## config.mk

```make
export PLATFORM = sky130hd
export DESIGN_NAME = nie_front
export DESIGN_NICKNAME = d
export VERILOG_FILES = /design/src/rtl/nie_pkg.sv /design/src/rtl/nie_front.sv
export SDC_FILE = /design/constraint.sdc
export NUM_CORES = 1
export LEC_CHECK = 0
export BUFFER_PORTS_ARGS = -buffer_cell sky130_fd_sc_hd__buf_2
export CAP_MARGIN = 25
export CORE_MARGIN = 4
export CORE_UTILIZATION = 56
export DETAILED_ROUTE_END_ITERATION = 12
export GPL_ROUTABILITY_DRIVEN = 1
export MAX_ROUTING_LAYER = met4
export PLACE_DENSITY_LB_ADDON = 0.12
export SETUP_SLACK_MARGIN = 0.02
export SLEW_MARGIN = 5
export SYNTH_ARGS = -nofsm -noshare
export SYNTH_HDL_FRONTEND = slang
export SYNTH_SLANG_ARGS = --single-unit
```

## constraint.sdc

```tcl
create_clock -name clk -period 11.5 [get_ports clk]
set_input_delay 0 -clock clk [delete_from_list [all_inputs] [get_ports clk]]
set_output_delay 0 -clock clk [all_outputs]
set_load 0.01 [all_outputs]
```

## src/rtl/nie_pkg.sv

```systemverilog
// Shared types, codes and the saturating add/subtract helper of the Newton interpolation evaluator.
// No dependencies; imported by every module of the block.
`timescale 1ns / 1ps
package nie_pkg;

	localparam int NIE_MAX_POINTS = 16;
	localparam int NIE_FRAC_BITS  = 16;

	typedef struct packed {
		logic               action;
		logic               first_point;
		logic signed [31:0] point_x;
		logic signed [31:0] point_y;
		logic signed [31:0] query_point;
	} req_t;

	typedef struct packed {
		logic signed [31:0] value;
		logic [2:0]         status;
	} res_t;

	typedef enum logic [2:0] {
		ST_OK        = 3'd0,
		ST_NO_POINTS = 3'd1,
		ST_REPEATED  = 3'd2,
		ST_DROPPED   = 3'd3,
		ST_SATURATED = 3'd4
	} status_t;

	typedef enum logic [1:0] {
		OP_LOAD    = 2'd0,
		OP_RESTART = 2'd1,
		OP_EVAL    = 2'd2
	} op_t;

	typedef struct packed {
		op_t                op;
		logic signed [31:0] x;
		logic signed [31:0] y;
		logic signed [31:0] t;
	} cmd_t;

	typedef struct packed {
		logic valid;
		logic take;
	} qctl_t;

	typedef enum logic [4:0] {
		S_IDLE, S_LOAD,
		S_BLD_RDI, S_BLD_RD0, S_BLD_C0, S_BLD_RDJ, S_BLD_D, S_BLD_P, S_BLD_PC, S_BLD_C,
		S_BLD_DIV, S_BLD_WAIT,
		S_EV_CHK, S_EV_RDN, S_EV_R0, S_EV_RD, S_EV_MUL, S_EV_ACC, S_EV_OUT
	} state_t;

	localparam logic signed [31:0] Q_MAX = 32'sh7fffffff;
	localparam logic signed [31:0] Q_MIN = 32'sh80000000;

	// Saturating add or subtract; bit 32 of the result flags saturation.
	function automatic logic [32:0] sat_addsub(logic signed [31:0] a, logic signed [31:0] b,
		logic do_sub);
		logic signed [32:0] s;
		logic [32:0] r;
		s = do_sub ? (33'(a) - 33'(b)) : (33'(a) + 33'(b));
		if (s[32] != s[31]) begin
			r = {1'b1, (s[32] ? Q_MIN : Q_MAX)};
		end else begin
			r = {1'b0, s[31:0]};
		end
		return r;
	endfunction

endpackage

```

## src/rtl/nie_front.sv

```systemverilog
// Front end: accepts requests, classifies them and holds them in a two-entry queue.
// Depends on nie_pkg.
`timescale 1ns / 1ps
module nie_front import nie_pkg::*; (
	input  logic  clk,
	input  logic  arst_n,
	input  logic  push,
	output logic  full,
	input  req_t  request,
	output qctl_t qctl,
	input  logic  take,
	output cmd_t  cmd
);

	localparam int DEPTH = 2;

	cmd_t       slot_q [DEPTH];
	logic       wr_ptr_q;
	logic       rd_ptr_q;
	logic [1:0] count_q;
	cmd_t       incoming;
	logic       do_push;
	logic       do_take;

	always_comb begin
		incoming.x = request.point_x;
		incoming.y = request.point_y;
		incoming.t = request.query_point;
		if (request.action) begin
			incoming.op = OP_EVAL;
		end else if (request.first_point) begin
			incoming.op = OP_RESTART;
		end else begin
			incoming.op = OP_LOAD;
		end
	end

	assign full       = (count_q == 2'(DEPTH));
	assign do_push    = push && !full;
	assign qctl.valid = (count_q != 2'd0);
	assign qctl.take  = take && qctl.valid;
	assign do_take    = qctl.take;
	assign cmd        = slot_q[rd_ptr_q];

	always_ff @(posedge clk) begin
		if (do_push) begin
			slot_q[wr_ptr_q] <= incoming;
		end
	end

	always_ff @(posedge clk or negedge arst_n) begin
		if (!arst_n) begin
			wr_ptr_q <= 1'b0;
			rd_ptr_q <= 1'b0;
			count_q  <= 2'd0;
		end else begin
			if (do_push) wr_ptr_q <= ~wr_ptr_q;
			if (do_take) rd_ptr_q <= ~rd_ptr_q;
			count_q <= count_q + 2'(do_push) - 2'(do_take);
		end
	end

endmodule

```

==> flow_summary_export.csv <==
group,metric,value,unit
run_status,status,"complete, no violations",
grt,grt_pass1_wl,22300,µm
clock_tree,clk_latency,0.42,ns
finish,antenna_cells,0,
placement,dpl.hpwl,8860,µm
placement,dpl_worst_slack,8.74,ns
setup_path,cp-startpoint,"count_q[1]",
sta,worst_slew_pin_slew,1.01,ns
finish,fin_nets,743,
synthesis,synth.top_cells.by_count,"196 x edfxtp_1, 88 x mux2_2, 10 x mux2_4",
finish,final-seq-area,0.00599,mm²
grt,overflow,0,
route,first_iter_violations,319,
sta,timing.fmax,367,MHz
placement,place_congestion,0.712,
grt,grtUsageTotal,20.8,%
clock_tree,clk_pin_slew_worst_paths,0.07,ns
clock_tree,clockBufferDepth,2,
synthesis,yosysTopAreaCell,"edfxtp_1",
setup_path,startpoint_type,"flop",
route,drtAntennaViolNets,0,
hold_path,hold_start,"request[88]",
die,fp-row-count,41,
synthesis,synthTopCellsByArea,"edfxtp_1 80%, mux2_2 14%, mux2_4 2.1%",
setup_path,critPathCaptureType,"flop",
setup_path,critPathKind,"flop to flop",
sta,finalSetupViolCount,0,
placement,post_dp_cell_area,0.00850,mm²
synthesis,async_flop_share,2.00,%
route,vias,4098,
finish,area_growth,38.4,%
synthesis,synth_top_area_share,80.5,%
synthesis,synthCells,325,
die,die-area,0.0150,mm²
clock_tree,clock-root-buffer,"clkbuf_16",
setup_path,arrival,2.77,ns
synthesis,synth-seq-cells,200,
synthesis,syn_nets,429,
synthesis,synth.most_common_cell,"edfxtp_1",
grt,antenna_found_initial,0,
finish,fill_cells,726,
synthesis,synth-main-ff-cell,"edfxtp_1",
die,die_x,122,µm
route,vias_per_cell,4.97,
grt,grt_max_degree,70,
finish,fin_util,79.6,%
grt,grt_pass1_vias,4492,
clock_tree,cts_made_buffers,17,
sta,slew_headroom,32.8,%
clock_tree,cts_resized,0,
die,initial_core_util,57.5,%
pwr,p_leak,3.88,nW
synthesis,yosysWarnings,0,
sta,fin_hold_ws,0.303,ns
route,wl_per_cell,17.7,µm
pwr,ir_drop,0.170,mV
die,fp.dieH,122,µm
placement,port_buffers,202,
sta,hold_viol,0,
synthesis,synth_area,0.00731,mm²
die,core_area,0.0127,mm²
synthesis,postSynthAreaPerCell,22.5,µm²
finish,multi_input_area,0.00125,mm²
sta,clock_skew,0.00551,ns
sta,setup_tns,0,ns
finish,drive_above_1_share,51.7,%
synthesis,yosysSeqAreaShare,81.8,%
sta,setup_slack,8.77,ns
hold_path,hold_class,"input pin to flop",
clock_tree,clock-sinks,200,
synthesis,ys_types,18,
route,drt_first_pass_iters,4,
die,io_pins,203,
synthesis,synth_edf_count,196,
setup_path,required,11.54,ns
sta,rsz0062_at_grt,"no",
route,drcViolationCount,0,
setup_path,timing.rr.start,"count_q[1]",
pwr,p_per_area,232,mW/mm²
clock_tree,cts_tree,"done",
sta,finalCriticalPeriod,2.73,ns
route,routed_wl,14600,µm
finish,fin_area,0.0101,mm²
flow_run,maxCapViolations,0,
clock_tree,cts_htree_levels,4,
sta,fin_crit_sh,23.7,%
setup_path,critPathMaxFanout,64,
sta,drv_slew,0,
-- power by group --
part           internal, mW  switching [mW]  total [mW]
logic                 0.330           0.355       0.684
registers             0.999          0.0691        1.07
clock network         0.354           0.240       0.594
-- layer usage --
metal,track usage [%],vias up,share of wire [%]
met2,37.4,144,55
met4,7.35,0,1.7
li1,-,1913,-
met3,5.25,19,6.1
met5,-,-,0
met1,22.3,2022,37
-- cell type report --
class / count / area share, %
clock buffers: 21 / 4.55
multi-input cells: 111 / 12.4
well taps: 172 / 2.13
inverters: 2 / 0.0741
flip-flops and latches: 200 / 59.1
clock inverters: 11 / 1.45
repair buffers: 307 / 20.3
-- what timing repair did --
item,CTS,global route
hold buffers,102,0
endpoints found under the hold margin,202,0
buffers inserted,0,0
-- sequential cells by signal, summed over array words and instances, names as in the netlist --
register  count
slot_q      196
wr_ptr_q      1
count_q       2
rd_ptr_q      1
-- placed cells by master (no fill, tap or decap), drive strengths merged --
cell type / n
and2: 1
and3: 1
buf: 205
bufinv: 3
clkbuf: 21
clkinv: 5
clkinvlp: 2
dfrtp: 4
dlygate4sd3: 102
edfxtp: 196
ha: 2
inv: 3
mux2: 98
nand2: 1
nand2b: 1
nor2: 1
nor2b: 1
or2: 1
xnor2: 3
xor2: 1
-- worst max-delay path: stages, from the launching register on --
cell and delay (ns):
dfrtp_1 0.41, nand2b_1 0.13, nand2_1 0.15, nor2_4 0.80, buf_4 0.82
-- cell families (layout without fill, tap and decap cells) --
family                     Yosys count  in the layout  share of synthesized area (%)
DFF                                200            200                           81.8
buffers and inverters               14            341                           1.21
and+or+nand+nor                      7              7                          0.530
adders and majority gates            2              2                          0.342
muxes                               98             98                           15.6
xor gates and xnor gates             4              4                          0.479
-- worst paths after layout --
path / depth (start not counted) / slack, ns / end
worst max-delay path: 4 / 8.77 / slot_q[0][71]
min in group asynchronous: 3 / 0.50 / wr_ptr_q
worst max register to register: 4 / 8.77 / slot_q[0][71]
worst min-delay path: 2 / 0.30 / slot_q[1][88]
max in group asynchronous: 3 / 10.79 / rd_ptr_q
worst min register to register: 1 / 0.52 / count_q[1]
-- stage by stage --
step / instances / total power [mW]
4_1_cts: 824 / 2.37
3_5_place_dp: 690 / 1.75
6_report: 824 / 2.35
5_1_grt: 824 / 2.46
3_3_place_gp: 690 / 1.73
2_1_floorplan: 325 / 1.51
No activity file was read; power rests on OpenSTA's default activity.
